--- src/rtl/lcts_pkg.sv ---
`default_nettype none

package lcts_pkg;

  // field widths fixed by the word formats
  localparam int unsigned RAW_BITS_DEF = 24;
  localparam int unsigned SPA_W        = 8;
  localparam int unsigned GRAMS_W      = 16;
  localparam int unsigned THR_W        = 24;
  localparam int unsigned GN_W         = SPA_W + GRAMS_W;
  localparam int unsigned WEIGHT_W     = 16;

  // configuration port
  localparam int unsigned CFG_IDX_W  = 2;
  localparam int unsigned CFG_DATA_W = 24;

  localparam logic [CFG_IDX_W-1:0] REG_SAMPLES   = 2'd0;
  localparam logic [CFG_IDX_W-1:0] REG_GRAMS     = 2'd1;
  localparam logic [CFG_IDX_W-1:0] REG_THRESHOLD = 2'd2;

  localparam logic [SPA_W-1:0]   SAMPLES_RST   = 8'd100;
  localparam logic [GRAMS_W-1:0] GRAMS_RST     = 16'd100;
  localparam logic [THR_W-1:0]   THRESHOLD_RST = 24'd1000;

  // status codes
  localparam logic [1:0] STAT_OK       = 2'd0;
  localparam logic [1:0] STAT_SAT      = 2'd1;
  localparam logic [1:0] STAT_SPAN_BAD = 2'd2;

  localparam logic [WEIGHT_W-1:0] WEIGHT_POS_SAT = 16'h7FFF;
  localparam logic [WEIGHT_W-1:0] WEIGHT_NEG_SAT = 16'h8000;

  typedef enum logic [1:0] {
    PH_TARE = 2'd0,
    PH_WAIT = 2'd1,
    PH_SPAN = 2'd2,
    PH_MEAS = 2'd3
  } phase_e;

  typedef enum logic [1:0] {
    ST_IDLE,
    ST_MUL,
    ST_DIV,
    ST_EMIT
  } state_e;

  typedef struct packed {
    logic in_ready;
    logic take;
    logic mul_start;
    logic div_start;
    logic emit;
  } ctl_t;

endpackage

`default_nettype wire

--- src/rtl/lcts_if.sv ---
`default_nettype none

interface lcts_in_if #(
  parameter int unsigned RAW_W = 24
);
  logic             valid;
  logic             ready;
  logic [RAW_W-1:0] raw_word;
  logic             recalibrate;

  modport source (output valid, output raw_word, output recalibrate, input ready);
  modport sink   (input valid, input raw_word, input recalibrate, output ready);
endinterface

interface lcts_out_if;
  logic              valid;
  logic              ready;
  logic [1:0]        phase;
  logic signed [15:0] weight;
  logic              weight_valid;
  logic [1:0]        status;

  modport source (output valid, output phase, output weight, output weight_valid,
                  output status, input ready);
  modport sink   (input valid, input phase, input weight, input weight_valid,
                  input status, output ready);
endinterface

`default_nettype wire

--- src/rtl/lcts_mul.sv ---
`default_nettype none

// Shift-add multiplier: one bit of b per cycle.
module lcts_mul
  import lcts_pkg::*;
#(
  parameter int unsigned A_W = RAW_BITS_DEF + SPA_W,
  parameter int unsigned B_W = GN_W
) (
  input  wire logic               clk_i,
  input  wire logic               rst_ni,
  input  wire logic               start_i,
  input  wire logic [A_W-1:0]     a_i,
  input  wire logic [B_W-1:0]     b_i,
  output logic                    done_o,
  output logic [A_W+B_W-1:0]      prod_o
);

  localparam int unsigned P_W   = A_W + B_W;
  localparam int unsigned CNT_W = $clog2(B_W + 1);

  logic [A_W-1:0]   a_q;
  logic [P_W-1:0]   p_q, p_d;
  logic [CNT_W-1:0] cnt_q;
  logic             busy_q, done_q;
  logic [A_W:0]     sum;

  // low half holds the multiplier bits still to go, high half the partial sum
  always_comb begin
    sum = {1'b0, p_q[P_W-1:B_W]} + (p_q[0] ? {1'b0, a_q} : {(A_W+1){1'b0}});
    p_d = {sum, p_q[B_W-1:1]};
  end

  always_ff @(posedge clk_i or negedge rst_ni) begin
    if (!rst_ni) begin
      busy_q <= 1'b0;
      done_q <= 1'b0;
      cnt_q  <= '0;
    end else begin
      done_q <= busy_q && (cnt_q == CNT_W'(1));
      if (start_i) begin
        busy_q <= 1'b1;
        cnt_q  <= CNT_W'(B_W);
      end else if (busy_q) begin
        cnt_q <= cnt_q - CNT_W'(1);
        if (cnt_q == CNT_W'(1)) begin
          busy_q <= 1'b0;
        end
      end
    end
  end

  always_ff @(posedge clk_i) begin
    if (start_i) begin
      a_q <= a_i;
      p_q <= {{A_W{1'b0}}, b_i};
    end else if (busy_q) begin
      p_q <= p_d;
    end
  end

  assign done_o = done_q;
  assign prod_o = p_q;

endmodule

`default_nettype wire

--- src/rtl/lcts_div.sv ---
`default_nettype none

// Restoring divider, one quotient bit per cycle. The dividend register
// turns into the quotient as bits shift out of its top.
module lcts_div
  import lcts_pkg::*;
#(
  parameter int unsigned NUM_W = RAW_BITS_DEF + SPA_W + GN_W,
  parameter int unsigned DEN_W = RAW_BITS_DEF + 2 * SPA_W,
  parameter int unsigned ITER_W = $clog2(NUM_W + 1)
) (
  input  wire logic              clk_i,
  input  wire logic              rst_ni,
  input  wire logic              start_i,
  input  wire logic [NUM_W-1:0]  num_i,
  input  wire logic [DEN_W-1:0]  den_i,
  input  wire logic [ITER_W-1:0] iters_i,
  output logic                   done_o,
  output logic [NUM_W-1:0]       quot_o
);

  logic [NUM_W-1:0]  q_q;
  logic [DEN_W-1:0]  rem_q, den_q;
  logic [ITER_W-1:0] cnt_q;
  logic              busy_q, done_q;
  logic [DEN_W:0]    rem_sh, den_x, trial;
  logic              ge;

  always_comb begin
    rem_sh = {rem_q, q_q[NUM_W-1]};
    den_x  = {1'b0, den_q};
    trial  = rem_sh - den_x;
    ge     = rem_sh >= den_x;
  end

  always_ff @(posedge clk_i or negedge rst_ni) begin
    if (!rst_ni) begin
      busy_q <= 1'b0;
      done_q <= 1'b0;
      cnt_q  <= '0;
    end else begin
      done_q <= busy_q && (cnt_q == ITER_W'(1));
      if (start_i) begin
        busy_q <= 1'b1;
        cnt_q  <= iters_i;
      end else if (busy_q) begin
        cnt_q <= cnt_q - ITER_W'(1);
        if (cnt_q == ITER_W'(1)) begin
          busy_q <= 1'b0;
        end
      end
    end
  end

  always_ff @(posedge clk_i) begin
    if (start_i) begin
      q_q   <= num_i;
      rem_q <= '0;
      den_q <= den_i;
    end else if (busy_q) begin
      q_q   <= {q_q[NUM_W-2:0], ge};
      rem_q <= ge ? trial[DEN_W-1:0] : rem_sh[DEN_W-1:0];
    end
  end

  assign done_o = done_q;
  assign quot_o = q_q;

endmodule

`default_nettype wire

--- src/rtl/load_cell_tare_span_scale.sv ---
`default_nettype none

// channel   dir  handshake      payload
// in_i      in   valid/ready    raw_word[RAW_BITS], recalibrate
// out_o     out  valid/ready    phase[2], weight[16] signed, weight_valid, status[2]
// cfg       in   cfg_we_i       cfg_idx_i[2], cfg_data_i[24], write only
//
// One word at a time. A plain word passes through accept and hand-off.
// The word that closes tare runs the serial divider on tare_sum / n,
// one quotient bit per cycle.
// A measuring word with a positive span sum runs a 24-step shift-add multiply
// by grams*n, then RAW_BITS+32 divider steps by the span sum.
// Reset clears phase and accumulators; registers load their defaults.
// A result waits in the output register; the next word is taken meanwhile.
module load_cell_tare_span_scale
  import lcts_pkg::*;
#(
  parameter int unsigned RAW_BITS = RAW_BITS_DEF
) (
  input  wire logic                  clk_i,
  input  wire logic                  rst_ni,
  input  wire logic                  cfg_we_i,
  input  wire logic [CFG_IDX_W-1:0]  cfg_idx_i,
  input  wire logic [CFG_DATA_W-1:0] cfg_data_i,
  lcts_in_if.sink                    in_i,
  lcts_out_if.source                 out_o
);

  localparam int unsigned AVG_W  = RAW_BITS + SPA_W;
  localparam int unsigned DIFF_W = AVG_W + 1;
  localparam int unsigned SPAN_W = DIFF_W + SPA_W;
  localparam int unsigned MAG_W  = AVG_W;
  localparam int unsigned NUM_W  = MAG_W + GN_W;
  localparam int unsigned DEN_W  = SPAN_W - 1;
  localparam int unsigned ITER_W = $clog2(NUM_W + 1);

  // configuration
  logic [SPA_W-1:0]   spa_q;
  logic [GRAMS_W-1:0] grams_q;
  logic [THR_W-1:0]   thr_q;
  logic [SPA_W-1:0]   n;

  // calibration state
  phase_e             phase_q;
  logic [SPA_W-1:0]   cnt_q;
  logic [AVG_W-1:0]   acc_q;
  logic [AVG_W-1:0]   tare_q;
  logic signed [SPAN_W-1:0] span_q;

  // word in flight
  phase_e             item_ph_q;
  logic               recal_q;
  logic               neg_q;
  logic [WEIGHT_W-1:0] res_weight_q;
  logic               res_valid_q;
  logic [1:0]         res_status_q;

  // output register
  logic               out_valid_q;
  logic [1:0]         out_phase_q;
  logic [WEIGHT_W-1:0] out_weight_q;
  logic               out_wvalid_q;
  logic [1:0]         out_status_q;
  logic               out_free;

  state_e             state_q, state_d;
  ctl_t               ctl;

  logic [RAW_BITS-1:0]      count;
  logic signed [DIFF_W-1:0] diff;
  logic [DIFF_W-1:0]        mag_full;
  logic [SPAN_W-1:0]        diff_x;
  logic [AVG_W-1:0]         acc_sum;
  logic [SPA_W:0]           cnt_inc;
  logic                     last, thr_ok, span_pos, neg;
  logic [GN_W-1:0]          gn;

  logic                     mul_done, div_done;
  logic [NUM_W-1:0]         prod, quot, num_sel;
  logic [DEN_W-1:0]         den_sel;
  logic [ITER_W-1:0]        iters_sel;
  logic                     sat_pos, sat_neg;

  always_ff @(posedge clk_i or negedge rst_ni) begin
    if (!rst_ni) begin
      spa_q   <= SAMPLES_RST;
      grams_q <= GRAMS_RST;
      thr_q   <= THRESHOLD_RST;
    end else if (cfg_we_i) begin
      unique case (cfg_idx_i)
        REG_SAMPLES:   spa_q   <= cfg_data_i[SPA_W-1:0];
        REG_GRAMS:     grams_q <= cfg_data_i[GRAMS_W-1:0];
        REG_THRESHOLD: thr_q   <= cfg_data_i[THR_W-1:0];
        default: ;
      endcase
    end
  end

  // zero samples behaves as one
  assign n = (spa_q == '0) ? SPA_W'(1) : spa_q;

  always_comb begin
    count    = {~in_i.raw_word[RAW_BITS-1], in_i.raw_word[RAW_BITS-2:0]};
    diff     = $signed({1'b0, tare_q}) - $signed({{(DIFF_W-RAW_BITS){1'b0}}, count});
    neg      = diff[DIFF_W-1];
    mag_full = neg ? (DIFF_W'(0) - diff) : diff;
    diff_x   = {{(SPAN_W-DIFF_W){diff[DIFF_W-1]}}, diff};
    acc_sum  = acc_q + AVG_W'(count);
    cnt_inc  = {1'b0, cnt_q} + (SPA_W+1)'(1);
    last     = cnt_inc >= {1'b0, n};
    thr_ok   = diff >= $signed({{(DIFF_W-THR_W){1'b0}}, thr_q});
    span_pos = !span_q[SPAN_W-1] && (span_q != '0);
    gn       = {{SPA_W{1'b0}}, grams_q} * {{GRAMS_W{1'b0}}, n};
  end

  assign out_free = !out_valid_q || out_o.ready;

  // next state
  always_comb begin
    state_d = state_q;
    unique case (state_q)
      ST_IDLE: begin
        if (in_i.valid) begin
          if (phase_q == PH_TARE && last) begin
            state_d = ST_DIV;
          end else if (phase_q == PH_MEAS && span_pos) begin
            state_d = ST_MUL;
          end else begin
            state_d = ST_EMIT;
          end
        end
      end
      ST_MUL:  if (mul_done) state_d = ST_DIV;
      ST_DIV:  if (div_done) state_d = ST_EMIT;
      ST_EMIT: if (out_free) state_d = ST_IDLE;
      default: state_d = ST_IDLE;
    endcase
  end

  // controls
  always_comb begin
    ctl           = '0;
    ctl.in_ready  = (state_q == ST_IDLE);
    ctl.take      = ctl.in_ready && in_i.valid;
    ctl.mul_start = ctl.take && (phase_q == PH_MEAS) && span_pos;
    ctl.div_start = (ctl.take && (phase_q == PH_TARE) && last) ||
                    ((state_q == ST_MUL) && mul_done);
    ctl.emit      = (state_q == ST_EMIT) && out_free;
  end

  always_ff @(posedge clk_i or negedge rst_ni) begin
    if (!rst_ni) begin
      state_q <= ST_IDLE;
    end else begin
      state_q <= state_d;
    end
  end

  lcts_mul #(
    .A_W (MAG_W),
    .B_W (GN_W)
  ) u_mul (
    .clk_i   (clk_i),
    .rst_ni  (rst_ni),
    .start_i (ctl.mul_start),
    .a_i     (mag_full[MAG_W-1:0]),
    .b_i     (gn),
    .done_o  (mul_done),
    .prod_o  (prod)
  );

  // tare: sum sits in the top AVG_W bits, only AVG_W steps needed
  always_comb begin
    if (state_q == ST_MUL) begin
      num_sel   = prod;
      den_sel   = span_q[DEN_W-1:0];
      iters_sel = ITER_W'(NUM_W);
    end else begin
      num_sel   = {acc_sum, {(NUM_W-AVG_W){1'b0}}};
      den_sel   = DEN_W'(n);
      iters_sel = ITER_W'(AVG_W);
    end
  end

  lcts_div #(
    .NUM_W  (NUM_W),
    .DEN_W  (DEN_W),
    .ITER_W (ITER_W)
  ) u_div (
    .clk_i   (clk_i),
    .rst_ni  (rst_ni),
    .start_i (ctl.div_start),
    .num_i   (num_sel),
    .den_i   (den_sel),
    .iters_i (iters_sel),
    .done_o  (div_done),
    .quot_o  (quot)
  );

  assign sat_pos = quot > NUM_W'(WEIGHT_POS_SAT);
  assign sat_neg = quot > NUM_W'(WEIGHT_NEG_SAT);

  always_ff @(posedge clk_i or negedge rst_ni) begin
    if (!rst_ni) begin
      phase_q      <= PH_TARE;
      cnt_q        <= '0;
      acc_q        <= '0;
      tare_q       <= '0;
      span_q       <= '0;
      item_ph_q    <= PH_TARE;
      recal_q      <= 1'b0;
      neg_q        <= 1'b0;
      res_weight_q <= '0;
      res_valid_q  <= 1'b0;
      res_status_q <= STAT_OK;
    end else begin
      if (ctl.take) begin
        item_ph_q    <= phase_q;
        recal_q      <= in_i.recalibrate;
        neg_q        <= neg;
        res_weight_q <= '0;
        res_valid_q  <= 1'b0;
        res_status_q <= (phase_q == PH_MEAS && !span_pos) ? STAT_SPAN_BAD : STAT_OK;
        unique case (phase_q)
          PH_TARE: begin
            acc_q <= acc_sum;
            cnt_q <= last ? '0 : cnt_inc[SPA_W-1:0];
          end
          PH_WAIT: begin
            if (thr_ok) begin
              span_q  <= '0;
              cnt_q   <= '0;
              phase_q <= PH_SPAN;
            end
          end
          PH_SPAN: begin
            span_q <= span_q + $signed(diff_x);
            if (last) begin
              cnt_q   <= '0;
              phase_q <= PH_MEAS;
            end else begin
              cnt_q <= cnt_inc[SPA_W-1:0];
            end
          end
          PH_MEAS: ;
          default: ;
        endcase
      end

      if (div_done) begin
        if (item_ph_q == PH_TARE) begin
          tare_q  <= quot[AVG_W-1:0];
          phase_q <= PH_WAIT;
        end else begin
          res_valid_q <= 1'b1;
          priority if (!neg_q && sat_pos) begin
            res_weight_q <= WEIGHT_POS_SAT;
            res_status_q <= STAT_SAT;
          end else if (neg_q && sat_neg) begin
            res_weight_q <= WEIGHT_NEG_SAT;
            res_status_q <= STAT_SAT;
          end else begin
            res_weight_q <= neg_q ? (WEIGHT_W'(0) - quot[WEIGHT_W-1:0])
                                  : quot[WEIGHT_W-1:0];
            res_status_q <= STAT_OK;
          end
        end
      end

      // recalibrate lands after the word's own update
      if (ctl.emit && recal_q) begin
        phase_q <= PH_TARE;
        cnt_q   <= '0;
        acc_q   <= '0;
        tare_q  <= '0;
        span_q  <= '0;
      end
    end
  end

  always_ff @(posedge clk_i or negedge rst_ni) begin
    if (!rst_ni) begin
      out_valid_q <= 1'b0;
    end else if (ctl.emit) begin
      out_valid_q <= 1'b1;
    end else if (out_o.ready) begin
      out_valid_q <= 1'b0;
    end
  end

  always_ff @(posedge clk_i) begin
    if (ctl.emit) begin
      out_phase_q  <= item_ph_q;
      out_weight_q <= res_weight_q;
      out_wvalid_q <= res_valid_q;
      out_status_q <= res_status_q;
    end
  end

  assign in_i.ready         = ctl.in_ready;
  assign out_o.valid        = out_valid_q;
  assign out_o.phase        = out_phase_q;
  assign out_o.weight       = $signed(out_weight_q);
  assign out_o.weight_valid = out_wvalid_q;
  assign out_o.status       = out_status_q;

  a_take_busy: assert property (@(posedge clk_i) disable iff (!rst_ni)
    ctl.take |=> (state_q != ST_IDLE))
    else $error("accepted word did not start work");

  a_mul_done_state: assert property (@(posedge clk_i) disable iff (!rst_ni)
    mul_done |-> (state_q == ST_MUL))
    else $error("multiplier finished outside multiply state");

  a_div_done_state: assert property (@(posedge clk_i) disable iff (!rst_ni)
    div_done |-> (state_q == ST_DIV))
    else $error("divider finished outside divide state");

  a_weight_phase: assert property (@(posedge clk_i) disable iff (!rst_ni)
    (out_valid_q && out_wvalid_q) |-> (out_phase_q == PH_MEAS))
    else $error("weight marked valid outside measuring phase");

endmodule

`default_nettype wire

--- src/flat_wrapper.sv ---
// flat-port wrapper written by rule: the top's interface ports become plain ports
module load_cell_tare_span_scale_flat import lcts_pkg::*;
#(
  parameter int unsigned RAW_BITS = RAW_BITS_DEF
)
  (clk_i, rst_ni, cfg_we_i, cfg_idx_i, cfg_data_i, in_i_valid, in_i_raw_word, in_i_recalibrate, in_i_ready, out_o_valid, out_o_phase, out_o_weight, out_o_weight_valid, out_o_status, out_o_ready);
  lcts_in_if #(.RAW_W(24)) in_i_i ();
  lcts_out_if out_o_i ();
  input  wire logic clk_i;
  input  wire logic rst_ni;
  input  wire logic cfg_we_i;
  input  wire logic [CFG_IDX_W-1:0] cfg_idx_i;
  input  wire logic [CFG_DATA_W-1:0] cfg_data_i;
  input wire logic [$bits(in_i_i.valid)-1:0] in_i_valid;
  input wire logic [$bits(in_i_i.raw_word)-1:0] in_i_raw_word;
  input wire logic [$bits(in_i_i.recalibrate)-1:0] in_i_recalibrate;
  output wire logic [$bits(in_i_i.ready)-1:0] in_i_ready;
  output wire logic [$bits(out_o_i.valid)-1:0] out_o_valid;
  output wire logic [$bits(out_o_i.phase)-1:0] out_o_phase;
  output wire logic [$bits(out_o_i.weight)-1:0] out_o_weight;
  output wire logic [$bits(out_o_i.weight_valid)-1:0] out_o_weight_valid;
  output wire logic [$bits(out_o_i.status)-1:0] out_o_status;
  input wire logic [$bits(out_o_i.ready)-1:0] out_o_ready;
  assign in_i_i.valid = in_i_valid;
  assign in_i_i.raw_word = in_i_raw_word;
  assign in_i_i.recalibrate = in_i_recalibrate;
  assign in_i_ready = in_i_i.ready;
  assign out_o_valid = out_o_i.valid;
  assign out_o_phase = out_o_i.phase;
  assign out_o_weight = out_o_i.weight;
  assign out_o_weight_valid = out_o_i.weight_valid;
  assign out_o_status = out_o_i.status;
  assign out_o_i.ready = out_o_ready;
  load_cell_tare_span_scale #(.RAW_BITS(RAW_BITS)) u_core (.clk_i(clk_i), .rst_ni(rst_ni), .cfg_we_i(cfg_we_i), .cfg_idx_i(cfg_idx_i), .cfg_data_i(cfg_data_i), .in_i(in_i_i), .out_o(out_o_i));
endmodule
--- config.mk ---
export PLATFORM = sky130hd
export DESIGN_NAME = load_cell_tare_span_scale_flat
export DESIGN_NICKNAME = d
export VERILOG_FILES = /design/src/rtl/lcts_pkg.sv /design/src/rtl/lcts_if.sv /design/src/rtl/lcts_mul.sv /design/src/rtl/lcts_div.sv /design/src/rtl/load_cell_tare_span_scale.sv /design/src/flat_wrapper.sv
export SDC_FILE = /design/constraint.sdc
export NUM_CORES = 2
export LEC_CHECK = 0
export BUFFER_PORTS_ARGS = -buffer_cell sky130_fd_sc_hd__buf_2
export CORE_ASPECT_RATIO = 0.5
export CORE_MARGIN = 10
export CORE_UTILIZATION = 30
export DETAILED_ROUTE_END_ITERATION = 16
export PLACE_DENSITY_LB_ADDON = 0.15
export SLEW_MARGIN = 40
export SYNTH_ARGS = -nofsm -noshare
export SYNTH_HDL_FRONTEND = slang
export SYNTH_SLANG_ARGS = --single-unit
--- constraint.sdc ---
create_clock -name clk_i -period 11.7 [get_ports clk_i]
set_input_delay 2.34 -clock clk_i [delete_from_list [all_inputs] [get_ports clk_i]]
set_output_delay 2.34 -clock clk_i [all_outputs]
set_load 0.01 [all_outputs]
## Yosys cells after proc, flatten, opt, wreduce, memory -nomap -nowiden

Cells that the tools add are included.

- Add/subtract/negate cells: 10
- Multiply operators: 1
- Order comparisons: 5
- Equality and inequality tests: 15
- Muxes and demuxes: 67
- Bitwise operators: 1
- Reductions and logical operators: 46

Operators with widths:

| cell | count |
|---|---|
| $mux 32 | 8 |
| $mux 56 | 3 |
| $mux 41 | 3 |
| $mux 16 | 6 |
| $pmux 41 s2 | 1 |
| $gt 56x15->1 const B | 1 |
| $gt 56x16->1 const B | 1 |
| $mux 24 | 2 |
| $mux 8 | 6 |
| $add 41x33->41 | 1 |
| $ge 41x40->1 | 1 |
| $reduce_bool 41->1 | 1 |
| $mux 40 | 1 |
| $sub 40x40->40 | 1 |
| $mux 2 | 17 |
| $add 32x32->33 | 1 |
| $ge 33x25->1 | 1 |
| $sub 32x24->33 | 1 |
| $add 32x24->32 | 1 |
| $sub 1x32->32 const A | 1 |
| $mul 16x8->24 | 1 |
| $logic_and 1x1->1 | 16 |
| $pmux 8 s2 | 1 |
| $sub 1x16->16 const A | 1 |
| other kinds (27) | 68 |

- Bits in registers: 449
- Input port bits: 56
- Word-level logic and storage cells: 178

## Logic depth before layout (Yosys ltp)

Gate-level depths: netlist (run 1).

- Word-level depth: 9
- Depth in mapped cells: 26
- Gate-level depth less buffers: 24

## Cells and area by module

A second synthesis (run 1) with hierarchy kept.

- Cells, all modules: 3662
- Area, all modules: 33734.9 um2

By module, submodules not included:

| module | instances | cells an instance | area an instance (um2) | sequential area each (um2) |
|---|---|---|---|---|
| load_cell_tare_span_scale | 1 | 2387 | 20335.8 | 5375.2 |
| lcts_div | 1 | 764 | 8080.2 | 3883.7 |
| lcts_mul | 1 | 511 | 5318.9 | 2497.4 |

## Least setup slack after synthesis (run 1)

OpenSTA, ideal clock, no wires.

- Path type: input -> register
- Start point: input in_i_raw_word[0]
- End point: register u_core.span_q[27]
- Library setup time: 0.134 ns
- Arrival time: 6.840 ns
- Required time: 11.566 ns
- Slack: 4.727 ns
- Stages: 25
- Buffers on the path: 2
- Path through: ha_1 inv_1 fa_1 a211oi_1 o21ai_1 a21oi_1 nor3b_1 o21ai_0 nand2b_1 xnor2_1 inv_1 ha_1 a21o_1 a21oi_1 nor2b_1 a311o_1 a21oi_1 nor3_1 or3_1 or4_4 o21ai_4 and2_4 buf_6 buf_6 o31ai_1

- Word-level cells in the longest chain between the ends: 5
- Elaborated cells on any way between the ends: 8

RTL lines:

| what | RTL line | text |
|---|---|---|
| start: declaration | flat_wrapper.sv:15 | `input wire logic [$bits(in_i_i.raw_word)-1:0] in_i_raw_word;` |
| $sub 32x24->33 * | load_cell_tare_span_scale.sv:104 | `diff = $signed({1'b0, tare_q}) - $signed({{(DIFF_W-RAW_BITS){1'b0}}, count});` |
| $add 41x33->41 | load_cell_tare_span_scale.sv:237 | `span_q <= span_q + $signed(diff_x);` |
| $pmux 41 s2 | load_cell_tare_span_scale.sv:224 | `unique case (phase_q)` |
| $mux 41 | load_cell_tare_span_scale.sv:217 | `if (ctl.take) begin` |
| $mux 41 | load_cell_tare_span_scale.sv:271 | `if (ctl.emit && recal_q) begin` |
| end signal: assignment | load_cell_tare_span_scale.sv:237 |  |
| end: declaration | load_cell_tare_span_scale.sv:48 | `logic signed [SPAN_W-1:0] span_q;` |

Every way passes the cells marked *; elsewhere a longest branch is shown, timed or not. The select of a mux whose other input is x is not followed.
A chain may end at the register's enable or synchronous reset.

## Final worst setup path (run 1)

- Start point: input in_i_raw_word[0]
- End point: register u_core.span_q[31]

Same word-level chain as after synthesis.

==> impl_metrics.yaml, run 1 <==
run_status:
  status: "finished, final reports clean"
hold_path:
  hold_path.class: "flop to flop"
  holdPathStages: 0
  min_to: "u_core.out_o.weight[1]"
  hold_start: "u_core.res_weight_q[1]"
synthesis:
  synth_cell_types: 81
  ys_ff_latch: 449
  synthCells: 3513
  synth_top_family_by_area: "compound AO/OA/AOI/OAI gates"
  ys.flop_type: "dfrtp_1"
  synthSimpleGateAreaFrac_pct: 17.04
  syn_area_mm2: 0.03215
  synthXorXnorAreaFrac_pct: 5.639
  synth_top_area_share_pct: 16.16
  async_flop_share_pct: 45.43
  yosysTopAreaCell: "edfxtp_1"
  synth_mux_area_share_pct: 3.584
  syn_nets: 3911
  synth_compound_area_share_pct: 17.07
  synth_enable_flop_cells: 173
  netlist_top_cells_area: "edfxtp_1 (16%), dfrtp_1 (15%), ha_1 (9.8%), fa_1 (5.5%), nand2_1 (5.0%)"
  yosysWarnings: 0
  synthAdderAreaFrac_pct: 15.39
  avgSynthCellArea_um2: 9.153
  ys_seq_area_share_pct: 36.56
route:
  via_per_inst: 5.131
  remaining_drc_errors: 0
  routedWlPerCell_um: 19.88
  via_count: 25700
  firstDrtPassIters: 5
  drt-total-wl_mm: 99.58
  drt_iter0_drc: 1722
  postRouteAntennaNets: 0
place:
  hpwl_mm: 75.63
  io_buffers: 78
  gp_congestion: 0.9050
floorplanning:
  row_count: 84
  die_h_um: 251.5
  core_area_mm2: 0.1057
  start_util_pct: 30.41
  ios: 79
  die-area_mm2: 0.1215
  die_w_um: 483.0
timing:
  setup-tns-final_ns: 0
  drv_slew: 0
  rsz0062_at_grt: "false"
  clock.fmax_ghz: 0.1292
  final-setup-viol-count: 0
  min_period_ns: 7.739
  hold_viol: 0
  fin_skew_ns: 0.02441
  tightest_slew_ns: 0.8801
  fin_crit_sh_pct: 66.14
  slew_headroom_pct: 40.91
grt:
  grt_pass1_wl_mm: 155.9
  grt_antenna_before_repair: 2
  grt_start_max_net_pins: 100
  grt_pass1_vias: 25900
  grt_usage_pct: 16.14
  grt_overflow_total: 0
setup_path:
  timing.rr.start: "u_core.spa_q[1]"
  ff2ff_path_depth: 21
  critPathMaxFanout: 39
  r2r_end: "u_core.u_mul.prod_o[23]"
  r2r_setup_slack_ns: 5.35
  required_ns: 12.17
  path_class: "primary input to flop"
  cp-start-kind: "primary input"
  critPathCaptureType: "flop"
  arrival_ns: 8.21
finish:
  fin_nets: 3946
  syn2layout_area_growth_pct: 11.94
  drive_above_1_share_pct: 8.774
  antenna_cells: 0
  final_util_pct: 34.04
  nFillCells: 11000
cts:
  clock_path_buffers: 3
  cts_tree: "done"
  clk_latency_ns: 0.62
  cts_hold_buf: 0
  cts-buffers-inserted: 51
  clock-sinks: 449
  clk_pin_slew_ns: 0.06
  clockRootBuffer: "clkbuf_16"
  htree_levels: 2
  postCtsSetupBuffers: 0
  cts_resized: 0
power:
  p_leak_uw: 0.01597
  peakVddDrop_v: 0.0001854
  power_density_mw_per_mm2: 279.8
flow_run:
  cap_violations: 0
-- kinds of logic (layout without fill, tap and decap cells) --
logic type      Yosys count  after routing
mux                     108            108
xor+xnor                207            207
fa+ha+maj               342            342
simple gates           1149           1149
compound gates          860            860
buf+inv                 398            475
flops                   449            449
-- Yosys cell counts, types with 52 or more instances --
cell type and instances:
fa_1 89, a21o_1 94, ha_1 253, xor2_1 90, nand2_1 431, dfxtp_1 72, a211oi_1 57, dfrtp_1 192
nor2_1 207, mux2_2 57, a21oi_1 231, o21ai_0 190, inv_1 259, and2_1 140, clkbuf_1 116, edfxtp_1 173
xnor2_1 117, nor3_1 52, nand3_1 104
-- placed cells by master (no fill, tap or decap), types with 27 or more instances in the layout --
cell type	count
nand2_1	430
inv_1	258
ha_1	252
a21oi_1	229
nor2_1	205
dfrtp_1	190
o21ai_0	189
edfxtp_1	173
and2_1	139
xnor2_1	117
nand3_1	104
a21o_1	94
xor2_1	90
fa_1	89
buf_2	77
dfxtp_1	72
a211oi_1	57
mux2_2	57
clkbuf_16	55
nor3_1	51
mux2i_1	51
o31ai_1	43
nand2b_1	36
a31oi_1	35
buf_4	35
o21a_1	33
nor4_1	29
nor2b_1	27
-- cell type report --
cell class / count / area (um2) / area share [%]
well taps: 1419 / 1775 / 4.933
multi-input cells: 2666 / 18950 / 52.65
flip-flops and latches: 449 / 11760 / 32.67
clock inverters: 23 / 260.3 / 0.7231
inverters: 260 / 978.4 / 2.718
clock buffers: 72 / 1500 / 4.168
repair buffers: 120 / 770.7 / 2.141
-- how the worst max path moves through the flow --
stage	slack [ns]	endpoint	from
floorplan	4.73	u_core.span_q[27]	in_i_raw_word[0]
global placement	3.38	u_core.span_q[26]	in_i_raw_word[0]
detailed placement	3.35	u_core.span_q[31]	in_i_raw_word[0]
CTS	4.01	u_core.span_q[31]	in_i_raw_word[0]
global route	3.53	u_core.span_q[31]	in_i_raw_word[0]
finish	3.96	u_core.span_q[31]	in_i_raw_word[0]
-- registers in the layout, indices dropped and copies added, names as in the netlist, 5 cells and up --
signal	flops
u_core.u_div.den_q	40
u_core.thr_q	24
u_core.u_mul.cnt_q	5
u_core.res_weight_q	16
u_core.u_div.rem_q	40
u_core.tare_q	32
u_core.cnt_q	8
u_core.span_q	41
u_core.u_div.quot_o	56
u_core.u_mul.prod_o	56
u_core.u_div.cnt_q	6
u_core.u_mul.a_q	32
u_core.grams_q	16
u_core.spa_q	8
u_core.out_o.weight	16
u_core.acc_q	32
-- critical path, stage by stage --
cell      delay [ns]
buf_2           0.12
ha_1            0.17
inv_1           0.06
fa_1            0.42
a211oi_1        0.29
o21ai_1         0.15
a21oi_1         0.29
nor3b_1         0.13
o21ai_0         0.16
nand2b_1        0.09
xnor2_1         0.34
inv_1           0.13
ha_1            0.31
a21o_1          0.16
a21oi_1         0.13
nor2b_1         0.06
a311o_1         0.31
a21oi_1         0.21
nor3_1          0.09
or3_1           0.35
or4_4           0.53
o21ai_4         0.16
buf_4           0.43
and2_4          0.55
o31ai_1         0.17
-- report_power, final --
part           internal (uW)  switching [uW]
combinational           2320            3500
clock                    989             719
sequential              2140             404
total                   5450            4620
-- stage by stage --
| step | worst slack, ns | std cells | total power [uW] | cell area, um2 | hold slack, ns |
|---|---|---|---|---|---|
| after floorplan | 4.727 | 3513 | 6658 | 32150 | 0.4248 |
| after global placement | 3.381 | 4909 | 8352 | 34110 | 0.4395 |
| after detailed placement | 3.348 | 4911 | 8368 | 34170 | 0.4420 |
| after CTS | 4.011 | 5006 | 10150 | 35930 | 0.4577 |
| after global routing | 3.528 | 5009 | 10990 | 35990 | 0.4708 |
| final | 3.961 | 5009 | 10070 | 35990 | 0.4525 |
-- layer usage --
metal  global-route usage [%]  wire length (um)  share of wire (%)
met1                    23.72             50480                 51
met2                    25.02             43130                 43
met3                    2.376              4137                4.2
met4                    3.230              1833                1.8
met5                        0                 0                  0
No activity file was read; power rests on OpenSTA's default activity.
==> run 2: changes to the inputs <==
--- a/config.mk
+++ b/config.mk
@@ -5,6 +5,7 @@
 export SDC_FILE = /design/constraint.sdc
 export NUM_CORES = 2
 export LEC_CHECK = 0
+export ABC_AREA = 1
 export BUFFER_PORTS_ARGS = -buffer_cell sky130_fd_sc_hd__buf_2
 export CORE_ASPECT_RATIO = 0.5
 export CORE_MARGIN = 10
==> constraint.sdc (replaced) <==
create_clock -name clk_i -period 6.7 [get_ports clk_i]
set_input_delay 1.34 -clock clk_i [delete_from_list [all_inputs] [get_ports clk_i]]
set_output_delay 1.34 -clock clk_i [all_outputs]
set_load 0.01 [all_outputs]
==> run 2 against run 1 <==
Compared with the run above: register-to-register slack got worse by 4.6 ns; first-iteration DRC count increased by 32%; clock skew increased by 0.016 ns; area after synthesis increased by 8.9%; sequential power increased by 100%.
==> impl_metrics.yaml, run 2 <==
setup_path:
  crit_chain: "inv_1 -> nand4_1 -> nor4_1 -> nor2_1 -> inv_1 -> nand2_1 -> fa_1 -> fa_1 -> fa_1 -> inv_1 -> ha_1 -> a21oi_1 -> o21ai_0 -> a21oi_1 -> o21ai_0 -> nand2_1 -> nand2_1 -> a31oi_1 -> o21ai_0 -> or2_2 -> nand3_1 -> o21ai_0"
  cp-start-kind: "flop"
  slowest_stage: "dfstp_2"
  ff2ff_path_depth: 22
  r2r_setup_slack_ns: 0.76
  critPathMaxFanout: 18
  max_stage_delay_ns: 0.78
  path_class: "flop to flop"
  arrival_ns: 6.31
  timing.rr.start: "u_core.spa_q[2]"
  critPathCaptureType: "flop"
  r2r_end: "u_core.u_mul.prod_o[21]"
  required_ns: 7.07
  crit_buf_inv: 3
  crit_family: "adder cells"
  crit_top_cell: "o21ai_0"
cts:
  postCtsSetupBuffers: 0
  clk_pin_slew_ns: 0.07
  cts_resized: 0
  htree_levels: 2
  clockRootBuffer: "clkbuf_16"
  clock-sinks: 449
  cts_tree: "done"
  cts_hold_buf: 0
  clock_path_buffers: 3
  clk_latency_ns: 0.65
  cts-buffers-inserted: 48
route:
  postRouteAntennaNets: 0
  firstDrtPassIters: 6
  via_count: 31210
  routedWlPerCell_um: 19.29
  drt-total-wl_mm: 121.7
  via_per_inst: 4.945
  drt_iter0_drc: 2273
  remaining_drc_errors: 0
synthesis:
  avgSynthCellArea_um2: 7.445
  ys_seq_area_share_pct: 33.58
  yosysWarnings: 0
  synthCells: 4702
  yosys-top-cells-count: "nand2_1 (1,156), inv_1 (798), nor2_1 (369), o21ai_0 (326), a21oi_1 (314)"
  ys_ff_latch: 449
  synth_enable_flop_cells: 173
  yosysTopAreaCell: "edfxtp_1"
  syn_nets: 5100
  synth_top_area_share_pct: 14.84
  synth_cell_types: 66
  netlist_top_cells_area: "edfxtp_1 (15%), dfrtp_1 (14%), nand2_1 (12%), ha_1 (9.0%), inv_1 (8.6%)"
  synth.most_common_cell: "nand2_1"
  syn_area_mm2: 0.03501
  ys.flop_type: "dfrtp_1"
  async_flop_share_pct: 45.43
finish:
  drive_above_1_share_pct: 7.218
  final_cell_mix: "nand2_1 (1,151), inv_1 (795), nor2_1 (364)"
  fin_nets: 5139
  antenna_cells: 0
  syn2layout_area_growth_pct: 11.08
  layout_commonest_cell: "nand2_1"
grt:
  grt_pass1_vias: 30540
  grt_antenna_before_repair: 4
  grt_usage_pct: 18.09
  grt_pass1_wl_mm: 186.5
  grt_overflow_total: 0
  grt_start_max_net_pins: 122
timing:
  slew_headroom_pct: 30.72
  tightest_slew_ns: 1.030
  rsz0062_at_grt: "false"
  hold_viol: 0
  clock.fmax_ghz: 0.1685
  final-setup-viol-count: 0
  setup-tns-final_ns: 0
  fin_skew_ns: 0.04055
  fin_crit_sh_pct: 88.58
  min_period_ns: 5.935
  drv_slew: 0
power:
  power_density_mw_per_mm2: 568.9
  power.total_uw: 22120
  p_leak_uw: 0.01931
  peakVddDrop_v: 0.0003144
hold_path:
  hold_path.class: "flop to flop"
  holdPathStages: 0
  min_to: "u_core.out_o.weight[0]"
  hold_start: "u_core.res_weight_q[0]"
floorplanning:
  die_h_um: 261.5
  die-area_mm2: 0.1316
  row_count: 88
  core_area_mm2: 0.1155
  ios: 79
  die_w_um: 503.1
  start_util_pct: 30.31
place:
  hpwl_mm: 96.20
  io_buffers: 78
  gp_congestion: 0.9270
flow_run:
  cap_violations: 0
run_status:
  status: "finished, final reports clean"
-- run 2: metrics by stage --
stage / worst slack [ns] / util [%] / hold WS (ns) / cell area, um2 / cells
finish: 0.7649 / 33.67 / 0.4558 / 38880 / 6310
CTS: 0.7864 / 33.63 / 0.4547 / 38840 / 6309
floorplan: 1.490 / - / 0.4197 / 35010 / 4702
global placement: 0.8616 / 32.15 / 0.4374 / 37130 / 6220
detailed placement: 0.7780 / 32.19 / 0.4406 / 37180 / 6220
global route: 0.1916 / 33.67 / 0.4576 / 38880 / 6310
-- run 2: final cells by class --
class	count	area, um2
clock buffers	64	1354
flip-flops and latches	449	11760
multi-input cells	3309	19710
fillers	12370	76620
inverters	806	3025
repair buffers	127	817.0
well taps	1530	1914
clock inverters	25	312.8
-- run 2: kinds of logic after synthesis --
group / synth area share (%)
simple gates: 23.08
buf+inv: 10.41
compound gates: 14.59
flops: 33.58
fa+ha+maj: 14.13
xor+xnor: 4.178
mux: 0.02860
-- run 2: how the worst max path moves through the flow --
stage                     depth (start not counted)        startpoint  slack (ns)                 endpoint
after global routing                             22   u_core.spa_q[2]        0.19  u_core.u_mul.prod_o[21]
final                                            22   u_core.spa_q[2]        0.76  u_core.u_mul.prod_o[21]
after floorplan                                  24   u_core.spa_q[2]        1.49  u_core.u_mul.prod_o[21]
after CTS                                        22   u_core.spa_q[2]        0.79  u_core.u_mul.prod_o[21]
after global placement                           30  in_i_raw_word[0]        0.86        u_core.span_q[18]
after detailed placement                         22   u_core.spa_q[2]        0.78  u_core.u_mul.prod_o[21]
-- run 2: layer usage --
| layer | global-route usage, % | part of all wire (%) | vias to the layer above |
|---|---|---|---|
| li1 | - | - | 15390 |
| met1 | 25.73 | 48 | 15110 |
| met2 | 29.23 | 45 | 589 |
| met3 | 2.636 | 4.9 | 119 |
| met4 | 3.515 | 1.9 | 0 |
| met5 | 0 | 0 | - |
-- run 2: power breakdown --
group	switching [uW]	internal, uW
clock network	1260	1660
logic	9480	4640
registers	936	4140
total	11700	10400
-- run 2: worst reg2reg max path, cell delays in order, from the launching register on --
cell,delay [ns]
dfstp_2,0.78
inv_1,0.14
nand4_1,0.12
nor4_1,0.05
nor2_1,0.42
inv_1,0.33
nand2_1,0.16
fa_1,0.45
fa_1,0.48
fa_1,0.54
inv_1,0.05
ha_1,0.35
a21oi_1,0.19
o21ai_0,0.21
a21oi_1,0.24
o21ai_0,0.19
nand2_1,0.11
nand2_1,0.08
a31oi_1,0.21
o21ai_0,0.13
or2_2,0.29
nand3_1,0.07
o21ai_0,0.08
